==> config.mk <==
export PLATFORM = sky130hd
export DESIGN_NAME = midpoint_line_rasterizer
export DESIGN_NICKNAME = d
export VERILOG_FILES = /design/src/design/mlr_pkg.sv /design/src/design/mlr_front.sv /design/src/design/mlr_queue.sv /design/src/design/mlr_back.sv /design/src/design/midpoint_line_rasterizer.sv
export VERILOG_INCLUDE_DIRS = /design/src /design/src/design
export SDC_FILE = /design/constraint.sdc
export NUM_CORES = 1
export LEC_CHECK = 0
export CAP_MARGIN = 0
export CORE_ASPECT_RATIO = 0.8
export CORE_MARGIN = 2
export CORE_UTILIZATION = 57
export DETAILED_ROUTE_END_ITERATION = 8
export DONT_BUFFER_PORTS = 1
export GPL_ROUTABILITY_DRIVEN = 0
export GPL_TIMING_DRIVEN = 0
export MAX_ROUTING_LAYER = met4
export PLACE_DENSITY = 0.8
export SLEW_MARGIN = 20
export SYNTH_ARGS = -nofsm -noshare
export SYNTH_HDL_FRONTEND = slang
export SYNTH_HIERARCHICAL = 1
export SYNTH_SLANG_ARGS = --single-unit
==> constraint.sdc <==
create_clock -name clock -period 9.4 [get_ports clock]
set_input_delay 0.47 -clock clock [delete_from_list [all_inputs] [get_ports clock]]
set_output_delay 0.47 -clock clock [all_outputs]
set_load 0.05 [all_outputs]
==> src/design/midpoint_line_rasterizer_macros.svh <==
// Assertion macros shared by the line rasterizer RTL.
`ifndef MIDPOINT_LINE_RASTERIZER_MACROS_SVH
`define MIDPOINT_LINE_RASTERIZER_MACROS_SVH

// Same-cycle implication, checked outside reset.
`define MLR_ASSERT_SAME(label, ante, cons) \
   label: assert property (@(posedge clock) disable iff (reset) (ante) |-> (cons)) \
      else $error("line rasterizer check failed");

// Next-cycle implication, checked outside reset.
`define MLR_ASSERT_NEXT(label, ante, cons) \
   label: assert property (@(posedge clock) disable iff (reset) (ante) |=> (cons)) \
      else $error("line rasterizer check failed");

`endif

==> src/design/mlr_pkg.sv <==
// Types and constants of the midpoint line rasterizer.
`default_nettype none

package mlr_pkg;

   localparam int COORD_BITS = 10;
   localparam int WH_BITS    = 11;
   localparam int PY_BITS    = COORD_BITS + 2;
   localparam int FOLD_BITS  = COORD_BITS + 2;
   localparam int DEC_BITS   = COORD_BITS + 4;
   localparam int Q_DEPTH    = 2;

   localparam logic [WH_BITS-1:0] WH_RESET = 11'd512;

   localparam logic KIND_START = 1'b0;
   localparam logic KIND_STEP  = 1'b1;

   typedef enum logic [1:0] {
      OCT_SHALLOW     = 2'd0,
      OCT_STEEP       = 2'd1,
      OCT_SHALLOW_NEG = 2'd2,
      OCT_STEEP_NEG   = 2'd3
   } octant_type;

   typedef struct packed {
      logic                  kind;
      logic [COORD_BITS-1:0] start_x;
      logic [COORD_BITS-1:0] start_y;
      logic [COORD_BITS-1:0] end_x;
      logic [COORD_BITS-1:0] end_y;
   } req_type;

   typedef struct packed {
      logic [COORD_BITS-1:0]     pixel_x;
      logic signed [PY_BITS-1:0] pixel_y;
      logic                      last;
   } rsp_type;

   // Endpoints ordered left to right with their extents.
   typedef struct packed {
      logic                         is_load;
      logic [COORD_BITS-1:0]        ax;
      logic [COORD_BITS-1:0]        ay;
      logic [COORD_BITS-1:0]        bx;
      logic [COORD_BITS-1:0]        by;
      logic signed [COORD_BITS:0]   rise;
      logic [COORD_BITS-1:0]        run;
   } order_type;

   // Command passed from front to back.
   typedef struct packed {
      logic                        is_load;
      octant_type                  octant;
      logic signed [FOLD_BITS-1:0] cur_major;
      logic signed [FOLD_BITS-1:0] cur_minor;
      logic signed [FOLD_BITS-1:0] stop_major;
      logic signed [DEC_BITS-1:0]  step_e;
      logic signed [DEC_BITS-1:0]  step_ne;
      logic signed [DEC_BITS-1:0]  decision;
   } cmd_type;

   typedef struct packed {
      logic full;
      logic empty;
   } q_status_type;

endpackage

`default_nettype wire

==> src/design/mlr_front.sv <==
// Front end: accepts transactions, orders endpoints and folds lines into the first octant.
`default_nettype none

module mlr_front (
   input  wire logic             clock,
   input  wire logic             reset,
   input  wire logic             req_valid,
   output logic                  req_ready,
   input  mlr_pkg::req_type      req,
   output logic                  push,
   output mlr_pkg::cmd_type      cmd,
   input  wire logic             q_full
);
   import mlr_pkg::*;

   logic      s1_valid_ff, s1_valid_in;
   order_type s1_ff, s1_in;
   logic      advance;
   logic      swap;

   logic signed [COORD_BITS:0]   run_s;
   logic signed [COORD_BITS:0]   neg_rise;
   logic signed [FOLD_BITS-1:0]  ax_f, ay_f, bx_f, by_f;
   logic [COORD_BITS-1:0]        span;
   logic [COORD_BITS-1:0]        drop;
   logic [DEC_BITS-1:0]          dec_span, dec_drop, dec_drop2;

   assign push      = s1_valid_ff && !q_full;
   assign advance   = !s1_valid_ff || push;
   assign req_ready = advance;

   // Stage one: order endpoints left to right, first endpoint wins a tie.
   always_comb begin
      swap           = req.start_x > req.end_x;
      s1_in.is_load  = (req.kind == KIND_START);
      s1_in.ax       = swap ? req.end_x   : req.start_x;
      s1_in.ay       = swap ? req.end_y   : req.start_y;
      s1_in.bx       = swap ? req.start_x : req.end_x;
      s1_in.by       = swap ? req.start_y : req.end_y;
      s1_in.rise     = $signed({1'b0, s1_in.by}) - $signed({1'b0, s1_in.ay});
      s1_in.run      = s1_in.bx - s1_in.ax;
   end

   always_comb begin
      s1_valid_in = s1_valid_ff;
      if (advance) begin
         s1_valid_in = req_valid;
      end
   end

   always_ff @(posedge clock) begin
      if (reset) begin
         s1_valid_ff <= 1'b0;
      end else begin
         s1_valid_ff <= s1_valid_in;
      end
   end

   always_ff @(posedge clock) begin
      if (advance) begin
         s1_ff <= s1_in;
      end
   end

   // Stage two: pick the octant and build the decision terms.
   always_comb begin
      run_s    = $signed({1'b0, s1_ff.run});
      neg_rise = -s1_ff.rise;
      ax_f     = $signed(FOLD_BITS'(s1_ff.ax));
      ay_f     = $signed(FOLD_BITS'(s1_ff.ay));
      bx_f     = $signed(FOLD_BITS'(s1_ff.bx));
      by_f     = $signed(FOLD_BITS'(s1_ff.by));

      cmd.is_load = s1_ff.is_load;
      if (s1_ff.rise > 0 && s1_ff.rise > run_s) begin
         cmd.octant     = OCT_STEEP;
         cmd.cur_major  = ay_f;
         cmd.cur_minor  = ax_f;
         cmd.stop_major = by_f;
         span           = s1_ff.rise[COORD_BITS-1:0];
         drop           = s1_ff.run;
      end else if (s1_ff.rise >= 0) begin
         cmd.octant     = OCT_SHALLOW;
         cmd.cur_major  = ax_f;
         cmd.cur_minor  = ay_f;
         cmd.stop_major = bx_f;
         span           = s1_ff.run;
         drop           = s1_ff.rise[COORD_BITS-1:0];
      end else if (neg_rise <= run_s) begin
         cmd.octant     = OCT_SHALLOW_NEG;
         cmd.cur_major  = ax_f;
         cmd.cur_minor  = -ay_f;
         cmd.stop_major = bx_f;
         span           = s1_ff.run;
         drop           = neg_rise[COORD_BITS-1:0];
      end else begin
         cmd.octant     = OCT_STEEP_NEG;
         cmd.cur_major  = -ay_f;
         cmd.cur_minor  = ax_f;
         cmd.stop_major = -by_f;
         span           = neg_rise[COORD_BITS-1:0];
         drop           = s1_ff.run;
      end

      dec_span     = DEC_BITS'(span);
      dec_drop     = DEC_BITS'(drop);
      dec_drop2    = dec_drop << 1;
      cmd.decision = $signed(dec_span - dec_drop2);
      cmd.step_e   = $signed(dec_drop2);
      cmd.step_ne  = $signed((dec_span - dec_drop) << 1);
   end

endmodule

`default_nettype wire

==> src/design/mlr_queue.sv <==
// Short command queue between the front end and the pixel stepper.
`default_nettype none

module mlr_queue (
   input  wire logic              clock,
   input  wire logic              reset,
   input  wire logic              push,
   input  mlr_pkg::cmd_type       push_data,
   input  wire logic              pop,
   output logic                   head_valid,
   output mlr_pkg::cmd_type       head,
   output mlr_pkg::q_status_type  status
);
   import mlr_pkg::*;

   localparam int PTR_BITS = (Q_DEPTH > 1) ? $clog2(Q_DEPTH) : 1;
   localparam int CNT_BITS = $clog2(Q_DEPTH + 1);
   localparam logic [PTR_BITS-1:0] PTR_LAST = PTR_BITS'(Q_DEPTH - 1);

   cmd_type               entry_ff [Q_DEPTH];
   logic [PTR_BITS-1:0]   wr_ptr_ff, wr_ptr_in;
   logic [PTR_BITS-1:0]   rd_ptr_ff, rd_ptr_in;
   logic [CNT_BITS-1:0]   count_ff, count_in;

   assign status.full  = (count_ff == CNT_BITS'(Q_DEPTH));
   assign status.empty = (count_ff == '0);
   assign head_valid   = !status.empty;
   assign head         = entry_ff[rd_ptr_ff];

   always_comb begin
      wr_ptr_in = wr_ptr_ff;
      rd_ptr_in = rd_ptr_ff;
      count_in  = count_ff;
      if (push) begin
         wr_ptr_in = (wr_ptr_ff == PTR_LAST) ? '0 : wr_ptr_ff + 1'b1;
      end
      if (pop) begin
         rd_ptr_in = (rd_ptr_ff == PTR_LAST) ? '0 : rd_ptr_ff + 1'b1;
      end
      case ({push, pop})
         2'b10:   count_in = count_ff + 1'b1;
         2'b01:   count_in = count_ff - 1'b1;
         default: count_in = count_ff;
      endcase
   end

   always_ff @(posedge clock) begin
      if (reset) begin
         wr_ptr_ff <= '0;
         rd_ptr_ff <= '0;
         count_ff  <= '0;
      end else begin
         wr_ptr_ff <= wr_ptr_in;
         rd_ptr_ff <= rd_ptr_in;
         count_ff  <= count_in;
      end
   end

   always_ff @(posedge clock) begin
      if (push) begin
         entry_ff[wr_ptr_ff] <= push_data;
      end
   end

endmodule

`default_nettype wire

==> src/design/mlr_back.sv <==
// Back end: holds the line state, steps the decision value and registers each pixel.
`default_nettype none

module mlr_back (
   input  wire logic                        clock,
   input  wire logic                        reset,
   input  wire logic                        head_valid,
   input  mlr_pkg::cmd_type                 head,
   output logic                             pop,
   input  wire logic [mlr_pkg::WH_BITS-1:0] window_height,
   output logic                             rsp_valid,
   input  wire logic                        rsp_ready,
   output mlr_pkg::rsp_type                 rsp
);
   import mlr_pkg::*;

   logic                        active_ff, active_in;
   octant_type                  octant_ff, octant_in;
   logic signed [FOLD_BITS-1:0] cur_major_ff, cur_major_in;
   logic signed [FOLD_BITS-1:0] cur_minor_ff, cur_minor_in;
   logic signed [FOLD_BITS-1:0] stop_major_ff, stop_major_in;
   logic signed [DEC_BITS-1:0]  step_e_ff, step_e_in;
   logic signed [DEC_BITS-1:0]  step_ne_ff, step_ne_in;
   logic signed [DEC_BITS-1:0]  decision_ff, decision_in;
   logic                        rsp_valid_ff, rsp_valid_in;
   rsp_type                     rsp_ff, rsp_in;

   logic                        out_free;
   logic                        emit;
   logic                        is_last;
   logic signed [FOLD_BITS-1:0] neg_major, neg_minor;
   logic [COORD_BITS-1:0]       px, sy;

   assign out_free  = !rsp_valid_ff || rsp_ready;
   // Loads never wait on the output; steps wait for a free output slot.
   assign pop       = head_valid && (head.is_load || out_free);
   assign emit      = pop && !head.is_load && active_ff;
   assign is_last   = cur_major_ff >= stop_major_ff;
   assign rsp_valid = rsp_valid_ff;
   assign rsp       = rsp_ff;

   // Map the folded position back to screen space.
   always_comb begin
      neg_major = -cur_major_ff;
      neg_minor = -cur_minor_ff;
      case (octant_ff)
         OCT_SHALLOW: begin
            px = cur_major_ff[COORD_BITS-1:0];
            sy = cur_minor_ff[COORD_BITS-1:0];
         end
         OCT_STEEP: begin
            px = cur_minor_ff[COORD_BITS-1:0];
            sy = cur_major_ff[COORD_BITS-1:0];
         end
         OCT_SHALLOW_NEG: begin
            px = cur_major_ff[COORD_BITS-1:0];
            sy = neg_minor[COORD_BITS-1:0];
         end
         default: begin
            px = cur_minor_ff[COORD_BITS-1:0];
            sy = neg_major[COORD_BITS-1:0];
         end
      endcase
      rsp_in.pixel_x = px;
      rsp_in.pixel_y = $signed(PY_BITS'(window_height) - PY_BITS'(sy));
      rsp_in.last    = is_last;
   end

   always_comb begin
      active_in     = active_ff;
      octant_in     = octant_ff;
      cur_major_in  = cur_major_ff;
      cur_minor_in  = cur_minor_ff;
      stop_major_in = stop_major_ff;
      step_e_in     = step_e_ff;
      step_ne_in    = step_ne_ff;
      decision_in   = decision_ff;
      if (pop && head.is_load) begin
         active_in     = 1'b1;
         octant_in     = head.octant;
         cur_major_in  = head.cur_major;
         cur_minor_in  = head.cur_minor;
         stop_major_in = head.stop_major;
         step_e_in     = head.step_e;
         step_ne_in    = head.step_ne;
         decision_in   = head.decision;
      end else if (emit) begin
         // Positive decision moves east, otherwise north-east.
         if (decision_ff > 0) begin
            decision_in = decision_ff - step_e_ff;
         end else begin
            decision_in  = decision_ff + step_ne_ff;
            cur_minor_in = cur_minor_ff + 1'b1;
         end
         cur_major_in = cur_major_ff + 1'b1;
         if (is_last) begin
            active_in = 1'b0;
         end
      end
   end

   always_comb begin
      rsp_valid_in = rsp_valid_ff;
      if (emit) begin
         rsp_valid_in = 1'b1;
      end else if (rsp_ready) begin
         rsp_valid_in = 1'b0;
      end
   end

   always_ff @(posedge clock) begin
      if (reset) begin
         active_ff    <= 1'b0;
         rsp_valid_ff <= 1'b0;
      end else begin
         active_ff    <= active_in;
         rsp_valid_ff <= rsp_valid_in;
      end
   end

   always_ff @(posedge clock) begin
      octant_ff     <= octant_in;
      cur_major_ff  <= cur_major_in;
      cur_minor_ff  <= cur_minor_in;
      stop_major_ff <= stop_major_in;
      step_e_ff     <= step_e_in;
      step_ne_ff    <= step_ne_in;
      decision_ff   <= decision_in;
      if (emit) begin
         rsp_ff <= rsp_in;
      end
   end

endmodule

`default_nettype wire

==> src/design/midpoint_line_rasterizer.sv <==
// A step transaction passes the stage-one register, a queue entry and the rsp register.
// Throughput: one transaction per cycle, start or step, while rsp is not stalled, limited
// by the single stepper in the back end that updates the decision value once per cycle.
// A two-entry command queue lets the front end keep accepting while the output is stalled.
// Reset (synchronous): no line in progress, queue and output empty, window_height = 512.
`default_nettype none

`include "midpoint_line_rasterizer_macros.svh"

module midpoint_line_rasterizer (
   input  wire logic                        clock,
   input  wire logic                        reset,
   input  wire logic                        req_valid,
   output logic                             req_ready,
   input  mlr_pkg::req_type                 req,
   output logic                             rsp_valid,
   input  wire logic                        rsp_ready,
   output mlr_pkg::rsp_type                 rsp,
   input  wire logic                        csr_valid,
   output logic                             csr_ready,
   input  wire logic [mlr_pkg::WH_BITS-1:0] csr_wdata
);
   import mlr_pkg::*;

   logic [WH_BITS-1:0] window_height_ff, window_height_in;
   logic               q_push;
   logic               q_pop;
   logic               head_valid;
   cmd_type            push_cmd;
   cmd_type            head_cmd;
   q_status_type       q_stat;

   assign csr_ready = 1'b1;

   always_comb begin
      window_height_in = window_height_ff;
      if (csr_valid && csr_ready) begin
         window_height_in = csr_wdata;
      end
   end

   always_ff @(posedge clock) begin
      if (reset) begin
         window_height_ff <= WH_RESET;
      end else begin
         window_height_ff <= window_height_in;
      end
   end

   mlr_front u_front (
      .clock     (clock),
      .reset     (reset),
      .req_valid (req_valid),
      .req_ready (req_ready),
      .req       (req),
      .push      (q_push),
      .cmd       (push_cmd),
      .q_full    (q_stat.full)
   );

   mlr_queue u_queue (
      .clock      (clock),
      .reset      (reset),
      .push       (q_push),
      .push_data  (push_cmd),
      .pop        (q_pop),
      .head_valid (head_valid),
      .head       (head_cmd),
      .status     (q_stat)
   );

   mlr_back u_back (
      .clock         (clock),
      .reset         (reset),
      .head_valid    (head_valid),
      .head          (head_cmd),
      .pop           (q_pop),
      .window_height (window_height_ff),
      .rsp_valid     (rsp_valid),
      .rsp_ready     (rsp_ready),
      .rsp           (rsp)
   );

   `MLR_ASSERT_SAME(a_push_has_room, q_push, !q_stat.full)
   `MLR_ASSERT_SAME(a_pop_has_data, q_pop, !q_stat.empty)
   `MLR_ASSERT_NEXT(a_queue_fills, q_push && !q_pop && !q_stat.empty, q_stat.full)

endmodule

`default_nettype wire

==> impl_metrics.tcl, run 1 <==
set metrics [dict create \
    setup_tns_ns 0 \
    placementRows 60 \
    critPathLaunchType "flip-flop" \
    clk_path_buf_depth 3 \
    timing.rr.end "u_queue/entry_ff[1][26]" \
    hold_slack_ns 0.0425 \
    postCtsSetupBuffers 0 \
    die_h_um 168 \
    finalNonFillerCells 2254 \
    synth_warnings 6 \
    clock-sinks 340 \
    postCtsHoldBufs 2 \
    min_period_ns 7.29 \
    cts_root_buffer "clkbuf_16" \
    h-tree-depth 2 \
    hold_end "window_height_ff[9]" \
    relSlewSlack 0.407 \
    cp.required_ns 9.80 \
    layout.area.seq_um2 10000 \
    clock_skew_ns 0.0175 \
    multi_input_area_um2 8390 \
    r2r_start "u_front/s1_ff[10]" \
    final_common_cell "edfxtp_1" \
    clkTransAtPathRegs_ns 0.06 \
    dieArea_um2 35200 \
    fp.dieW_um 209 \
    drive_gt1_frac 0.121 \
    vdd_drop_max_mv 0.235 \
    cts_resized 0 \
    antenna_found_initial 0 \
    initial_core_util 0.575 \
    swShare 0.405 \
    worstRegToRegCells 23 \
    drt_iter0_drc 1547 \
    antenna_cells 0 \
    mostFrequentLayoutCells "edfxtp_1, nand2_1, o21ai_0" \
    pin_count 83 \
    min_path_type "input pin to flip-flop" \
    area_growth_syn_to_layout_pct 9.81 \
    cellPowerDensity_nw_per_um2 396 \
    routed_wl_um 45700 \
    worstMarginPinSlew_ns 0.883 \
    ant_nets 0 \
    grt_max_degree 42 \
    seqPwrFrac 0.334 \
    p_clk_frac 0.164 \
    routed_via_density 6.23 \
    drtPass1Iterations 7 \
    setup_violations 0 \
    critPathMaxFanout 10 \
    portBuffers 0 \
    hold_start "reset" \
    p_sw_mw 3.38 \
    p_int_mw 4.96 \
    slew_violations 0 \
    synthCells 1744 \
    outcome "complete, no violations" \
    cts_buffers 35 \
    drc 0 \
    hold_path_depth 1 \
    wl_per_cell_um 20.3 \
    hold_violations 0 \
    synth.avg_cell_area_um2 11.0 \
    fillers 2427 \
    cts_tree "built" \
    crit_path_end_kind "flip-flop" \
    syn_area_um2 19200 \
    critPathKind "flip-flop to flip-flop" \
    grt_pass1_vias 13300 \
    finalPower_mw 8.34 \
    maxCapViolations 0 \
    post-route-util 0.631 \
    period_share 0.775 \
    rsz0062_at_grt "false" \
    p_comb_frac 0.503 \
    clock_latency_ns 0.53 \
    dp_cells 2188 \
    p_leak_nw 7.83 \
    hpwl_um 33300 \
    overflow 0 \
    nets 1945 \
    track_usage 0.265 \
    arrival_ns 7.69 \
    clock.fmax_ghz 0.137 \
    ff2ff_setup_slack_ns 2.11 \
    core_area_um2 33400 \
    grt_pass1_wl_um 71400 \
    via_count 14100 \
]
-- state kept, by name (all words and copies together), names as in the netlist, 12 cells and up, named ones only --
signal	count
u_back/cur_major_ff	12
u_back/step_e_ff	14
u_back/decision_ff	14
u_back/step_ne_ff	14
u_queue/entry_ff	158
u_back/stop_major_ff	12
u_back/rsp	23
-- power by group through the flow --
stage / sequential, mW / combinational (mW) / clock, mW
after global routing: 2.81 / 4.56 / 1.45
after global placement: 2.79 / 3.84 / 0
after floorplan: 2.71 / 3.04 / 0
after CTS: 2.77 / 4.11 / 1.39
after detailed placement: 2.80 / 4.06 / 0
final: 2.78 / 4.19 / 1.37
-- worst max-delay path, stage by stage (launching register included) --
cell	delay, ns
edfxtp_1	0.45
inv_1	0.20
ha_1	0.33
or3b_4	0.45
or3_1	0.42
or3_1	0.36
xnor2_1	0.25
inv_1	0.09
ha_1	0.32
nand4_1	0.08
nor3_1	0.40
inv_1	0.21
nand3_1	0.34
clkbuf_1	0.38
clkbuf_1	0.57
o221ai_1	0.29
ha_1	0.41
or2_2	0.30
a21oi_1	0.19
a21oi_2	0.06
and4_4	0.21
a2111oi_4	0.37
o21a_1	0.30
buf_4	0.15
-- metrics by stage --
| stage | setup WS (ns) | cell area, µm² |
|---|---|---|
| finish | 2.11 | 21100 |
| global route | 1.87 | 21100 |
| CTS | 2.31 | 21100 |
| detailed placement | 2.40 | 19900 |
| global placement | 2.55 | 19800 |
| floorplan | 3.64 | 19200 |
-- cell type report --
cell class              count  share of cell area
flip-flops and latches    340               0.475
inverters                 113              0.0201
well taps                 434              0.0258
multi-input cells        1212               0.398
clock buffers              47              0.0462
plain buffers              83              0.0191
clock inverters            17             0.00784
repair buffers              8             0.00772
-- per-layer routing --
layer | routed length, µm | vias to the layer above | track usage
met5 | 0 | - | -
met4 | 1220 | 0 | 0.0761
met3 | 4260 | 131 | 0.0461
met2 | 20800 | 792 | 0.412
met1 | 19400 | 6607 | 0.362
li1 | - | 6521 | -
-- how the worst max path moves through the flow --
stage                      start                 endpoint  slack (ns)  cells past startpoint
3_3_place_gp   u_front/s1_ff[11]  u_queue/entry_ff[0][26]        2.55                     23
2_1_floorplan  u_front/s1_ff[11]  u_queue/entry_ff[0][26]        3.64                     23
6_report       u_front/s1_ff[10]  u_queue/entry_ff[1][26]        2.11                     23
3_5_place_dp   u_front/s1_ff[10]  u_queue/entry_ff[0][26]        2.40                     23
5_1_grt        u_front/s1_ff[11]  u_queue/entry_ff[1][27]        1.87                     23
4_1_cts        u_front/s1_ff[10]  u_queue/entry_ff[1][26]        2.31                     23
Power figures use the tool's default switching activity.
==> run 2, diff against run 1 <==
--- a/config.mk
+++ b/config.mk
@@ -6,6 +6,7 @@
 export SDC_FILE = /design/constraint.sdc
 export NUM_CORES = 1
 export LEC_CHECK = 0
+export ABC_AREA = 1
 export CAP_MARGIN = 0
 export CORE_ASPECT_RATIO = 0.8
 export CORE_MARGIN = 2
==> constraint.sdc (replaced) <==
create_clock -name clock -period 6.9 [get_ports clock]
set_input_delay 0.345 -clock clock [delete_from_list [all_inputs] [get_ports clock]]
set_output_delay 0.345 -clock clock [all_outputs]
set_load 0.05 [all_outputs]
==> run 2 against run 1 <==
  * Clock skew increased by 0.011 ns
  * Via count increased by 4.9%
  * Combinational power increased by 28%
  * Clock power increased by 35%
  * Final cell count increased by 13%
  * Register-to-register slack got worse by 1.1 ns
  * First-iteration DRC count increased by 20%
  * Sequential power increased by 33%
  * Worst hold slack got worse by 0.030 ns
  * Non-clock buffer count decreased by 14
  * Global-route usage about the same
  * Critical path type unchanged
  * Critical endpoint is now u_queue/entry_ff[0][27]
==> impl_metrics.tcl, run 2 <==
set metrics [dict create \
    slowest_delay_ns 0.59 \
    synth.avg_cell_area_um2 9.91 \
    wl_per_cell_um 18.2 \
    via_count 14700 \
    placementRows 60 \
    crit_path_start "u_front/s1_ff[12]" \
    worstMarginPinSlew_ns 0.939 \
    cp.required_ns 7.31 \
    critPathSlowestCell "o21ai_0" \
    clk_path_buf_depth 3 \
    min_period_ns 5.90 \
    setup_violations 0 \
    largest_reg_flops 158 \
    cts_tree "built" \
    ant_nets 0 \
    cellPowerDensity_nw_per_um2 501 \
    syn_area_um2 19800 \
    hold_violations 0 \
    area_growth_syn_to_layout_pct 9.94 \
    critPathMaxFanout 10 \
    mostFrequentLayoutCells "nand2_1, edfxtp_1, inv_1" \
    min_path_type "input pin to flip-flop" \
    grt_pass1_wl_um 73200 \
    portBuffers 0 \
    clock-sinks 340 \
    synthCells 1995 \
    h-tree-depth 2 \
    synth_warnings 6 \
    pin_count 83 \
    r2r_start "u_front/s1_ff[12]" \
    critPathLaunchType "flip-flop" \
    regMostFlops "u_queue/entry_ff" \
    period_share 0.856 \
    grt_max_degree 56 \
    core_area_um2 33900 \
    hpwl_um 34300 \
    relSlewSlack 0.370 \
    drc 0 \
    use_met2 0.410 \
    track_usage 0.266 \
    die_h_um 171 \
    p_leak_nw 9.28 \
    rsz0062_at_grt "false" \
    initial_core_util 0.583 \
    arrival_ns 6.32 \
    fp.dieW_um 212 \
    busiest_layer "met2" \
    final_common_cell "nand2_1" \
    antenna_found_initial 0 \
    fillers 2531 \
    cts_root_buffer "clkbuf_16" \
    finalPower_mw 10.9 \
    crit_path_end_kind "flip-flop" \
    clkTransAtPathRegs_ns 0.06 \
    nets 2203 \
    drt_iter0_drc 1850 \
    hold_slack_ns 0.0125 \
    routed_wl_um 46300 \
    hold_start "csr_wdata[1]" \
    drive_gt1_frac 0.126 \
    overflow 0 \
    maxCapViolations 0 \
    slew_violations 0 \
    drtPass1Iterations 6 \
    vdd_drop_max_mv 0.234 \
    grt_pass1_vias 14100 \
    outcome "complete, no violations" \
    routed_via_density 5.80 \
    antenna_cells 0 \
    critPathKind "flip-flop to flip-flop" \
    setup_tns_ns 0 \
    crit_top_cell "nand2_1" \
    clock_latency_ns 0.55 \
    use_met3 0.0428 \
    use_met1 0.363 \
    clock_skew_ns 0.0283 \
    cts_buffers 35 \
    postCtsSetupBuffers 0 \
    dieArea_um2 36200 \
    clock.fmax_ghz 0.169 \
]
-- run 2: cell types whose count changed in the layout (fill, tap and decap cells not counted), moves of 26 or more --
cell,previous run,this run
clkbuf_1,64,29
inv_1,111,237
mux2_2,99,1
mux2_4,1,78
nand2_1,171,450
nand3_1,39,85
nor2_1,104,141
nor2b_1,26,0
o21ai_0,124,84
xnor2_1,58,18
-- run 2: stage by stage --
stage	util	std cells	worst slack (ns)	cell area, µm²
CTS	0.641	2542	1.08	21700
floorplan	-	1999	2.43	19800
global placement	0.600	2464	0.554	20400
detailed placement	0.605	2469	1.24	20500
global route	0.641	2542	0.674	21700
finish	0.641	2542	0.995	21700
-- run 2: final cells by class --
class                           count  area, µm²  share of cell area
Tap cell                          465        582              0.0268
Clock inverter                     23        228              0.0105
Clock buffer                       40        895              0.0412
Buffer                             62        497              0.0229
Multi-Input combinational cell   1345       8340               0.384
Inverter                          252        951              0.0437
Sequential cell                   340      10000               0.461
Timing Repair Buffer               15        223              0.0102
-- run 2: what timing repair did --
action | CTS | global route
hold endpoints to repair | 15 | 0
gates resized for setup | 0 | 0
hold buffers | 10 | 0
-- run 2: final timing paths --
kind / endpoint / slack [ns] / cells after the start
min reg2reg: u_back/active_ff / 0.46 / 2
max: u_queue/entry_ff[0][27] / 1.0 / 28
max reg2reg: u_queue/entry_ff[0][27] / 1.0 / 28
min: window_height_ff[1] / 0.01 / 4
-- run 2: metal layers --
metal,up-vias,wire (µm)
met5,-,0
met4,0,1410
met3,139,4430
met2,810,20700
met1,6845,19700
li1,6939,-
-- run 2: worst max-delay path: cells and delay by family, from the launching register on --
family / cells / cell delay (ns)
compound gates: 3 / 1.31
simple gates: 16 / 2.18
buf+inv: 6 / 0.82
fa+ha+maj: 2 / 0.70
xor+xnor: 1 / 0.20
flops: 1 / 0.53
-- run 2: report_power, final --
group	internal, mW	switching (mW)
Clock	1.06	0.797
Combinational	1.97	3.38
Sequential	3.33	0.362
Total	6.35	4.54
==> run 3, diff against run 2 <==
--- a/config.mk
+++ b/config.mk
@@ -6,17 +6,15 @@
 export SDC_FILE = /design/constraint.sdc
 export NUM_CORES = 1
 export LEC_CHECK = 0
-export ABC_AREA = 1
+export BUFFER_PORTS_ARGS = -buffer_cell sky130_fd_sc_hd__buf_2
 export CAP_MARGIN = 0
 export CORE_ASPECT_RATIO = 0.8
-export CORE_MARGIN = 2
 export CORE_UTILIZATION = 57
 export DETAILED_ROUTE_END_ITERATION = 8
-export DONT_BUFFER_PORTS = 1
 export GPL_ROUTABILITY_DRIVEN = 0
 export GPL_TIMING_DRIVEN = 0
 export MAX_ROUTING_LAYER = met4
-export PLACE_DENSITY = 0.8
+export PLACE_DENSITY = 0.83
 export SLEW_MARGIN = 20
 export SYNTH_ARGS = -nofsm -noshare
 export SYNTH_HDL_FRONTEND = slang
==> run 3 against run 2 <==
  * Maximum frequency fell by 11%
  * Global-route usage is 1.1 points higher
  * Utilization up 1.5 points
  * Largest cell class unchanged
  * Sequential share of layout area grew 0.45 points
  * Clock power is 6% higher
  * Final cell count is 8.7% lower
  * Clock skew down 0.0050 ns
  * Worst setup slack got worse by 0.73 ns
  * Non-clock buffer count up 90
  * Register-to-register slack worse by 0.73 ns
==> impl_metrics.tcl, run 3 (synthesis gave the netlist of run 1 again) <==
set metrics [dict create \
    outcome "complete, no violations" \
    crit_path_end_kind "flip-flop" \
    grt_pass1_wl_um 73100 \
    cellPowerDensity_nw_per_um2 538 \
    swShare 0.407 \
    relSlewSlack 0.398 \
    pin_count 83 \
    antenna_cells 0 \
    grt_pass1_vias 13800 \
    post-route-util 0.655 \
    portBuffers 78 \
    clkTransAtPathRegs_ns 0.06 \
    routed_wl_um 47000 \
    drtPass1Iterations 6 \
    cp.required_ns 7.31 \
    drive_gt1_frac 0.161 \
    wl_per_cell_um 20.2 \
    mostFrequentLayoutCells "edfxtp_1, nand2_1, o21ai_0" \
    routed.top_layer "met4" \
    period_share 0.961 \
    critPathMaxFanout 11 \
    regMostFlops "u_queue/entry_ff" \
    rsz0062_at_grt "false" \
    drc 0 \
    arrival_ns 7.04 \
    placementRows 59 \
    slowest_delay_ns 0.50 \
    dieArea_um2 34400 \
    p_leak_nw 8.16 \
    die_h_um 166 \
    setup_violations 0 \
    initial_core_util 0.584 \
    hpwl_um 34200 \
    cts_buffers 35 \
    ant_nets 0 \
    routed_via_density 6.27 \
    critPathSlowestCell "edfxtp_1" \
    worstMarginPinSlew_ns 0.896 \
    seqPwrFrac 0.324 \
    clock_skew_ns 0.0233 \
    path_cells "inv_1 -> ha_1 -> or3b_4 -> or3_1 -> or3_1 -> xnor2_1 -> inv_1 -> ha_1 -> a21oi_1 -> o221ai_1 -> o21ba_2 -> a31oi_2 -> buf_4 -> inv_2 -> clkbuf_2 -> o221ai_1 -> ha_1 -> or2_2 -> a21oi_1 -> a21oi_2 -> and4_4 -> a2111oi_4 -> o21a_2 -> buf_4" \
    clock-sinks 340 \
    cts_tree "built" \
    hold_slack_ns 0.0299 \
    critPathKind "flip-flop to flip-flop" \
    largest_reg_flops 158 \
    p_comb_frac 0.507 \
    finalPower_mw 11.6 \
    clock.fmax_ghz 0.151 \
    final_common_cell "edfxtp_1" \
    drt-met1-wl_um 19300 \
    drt_iter0_drc 1898 \
    via_count 14600 \
    p_sw_mw 4.71 \
    nets 2021 \
    core_area_um2 32900 \
    min_period_ns 6.63 \
    p_int_mw 6.87 \
    maxCapViolations 0 \
    fillers 2357 \
    clock_latency_ns 0.54 \
    overflow 0 \
    slew_violations 0 \
    vdd_drop_max_mv 0.331 \
    track_usage 0.277 \
    min_path_type "input pin to flip-flop" \
    clk_path_buf_depth 3 \
    cts_root_buffer "clkbuf_16" \
    area_growth_syn_to_layout_pct 12.1 \
    grt_max_degree 63 \
    route.met3.wl_um 4410 \
    antenna_found_initial 0 \
    critPathLaunchType "flip-flop" \
    dp_cells 2259 \
    hold_violations 0 \
    dr_wl_met2_um 21900 \
    finalNonFillerCells 2322 \
    fp.dieW_um 207 \
    h-tree-depth 2 \
    crit_top_cell "ha_1" \
    p_clk_frac 0.170 \
]
## run 3: changes by cell type in the layout (fill, tap and decap cells not counted), moves of 40 or more
cell / previous run / this run
nand2_1: 450 / 171
inv_1: 237 / 111
mux2_2: 1 / 99
mux2_4: 78 / 1
buf_2: 5 / 81
nand3_1: 85 / 38
o21ai_0: 84 / 124
xnor2_1: 18 / 58
## run 3: power groups by stage
stage / Clock, mW / Sequential [mW] / Combinational, mW
2_1_floorplan: 0 / 3.70 / 4.14
3_3_place_gp: 0 / 3.76 / 5.29
3_5_place_dp: 0 / 3.77 / 5.64
4_1_cts: 1.99 / 3.74 / 5.73
5_1_grt: 2.07 / 3.79 / 6.33
6_report: 1.97 / 3.75 / 5.87
## run 3: critical path: cells and delay by family, from the launching register on
kind,cells,cell delay (ns)
AO/OA/AOI/OAI,9,2.07
AND/OR/NAND/NOR,5,1.69
buffers and inverters,6,0.97
adder cells (fa/ha/maj),3,0.99
XOR/XNOR,1,0.29
flip-flops,1,0.50
## run 3: layout make-up
type	instances	area, µm²	area share
multi-input cells	1212	8410	0.390
clock inverters	22	299	0.0139
well taps	427	534	0.0248
clock buffers	41	898	0.0417
inverters	113	424	0.0197
repair buffers	84	541	0.0251
flip-flops and latches	340	10000	0.465
plain buffers	83	405	0.0188
## run 3: routing by layer
metal | up-vias | global-route usage
li1 | 6667 | -
met1 | 6885 | 0.371
met2 | 867 | 0.438
met3 | 138 | 0.0414
met4 | 0 | 0.0866
met5 | - | -
## run 3: path summary, 6_finish.rpt
check	startpoint	endpoint	slack [ns]	depth (start not counted)
max	u_front/s1_ff[11]	u_queue/entry_ff[1][27]	0.27	24
min	req_valid	u_front/s1_valid_ff	0.03	3
max reg2reg	u_front/s1_ff[11]	u_queue/entry_ff[1][27]	0.27	24
min reg2reg	window_height_ff[0]	window_height_ff[0]	0.51	2
## run 3: per-stage QoR
stage / area, µm² / setup TNS, ns / setup slack, ns
6_report: 21500 / 0 / 0.266
3_3_place_gp: 20100 / 0 / 0.0574
4_1_cts: 21500 / 0 / 0.0564
2_1_floorplan: 19200 / 0 / 1.14
3_5_place_dp: 20300 / -0.382 / -0.0960
5_1_grt: 21500 / 0 / 0.0507
## run 3: what timing repair did
action / in CTS / in global routing
hold buffers: 0 / 0
setup buffers: 0 / 0
resized for setup: 1 / 8
setup endpoints to repair: 8 / 16
gates cloned: 0 / 0
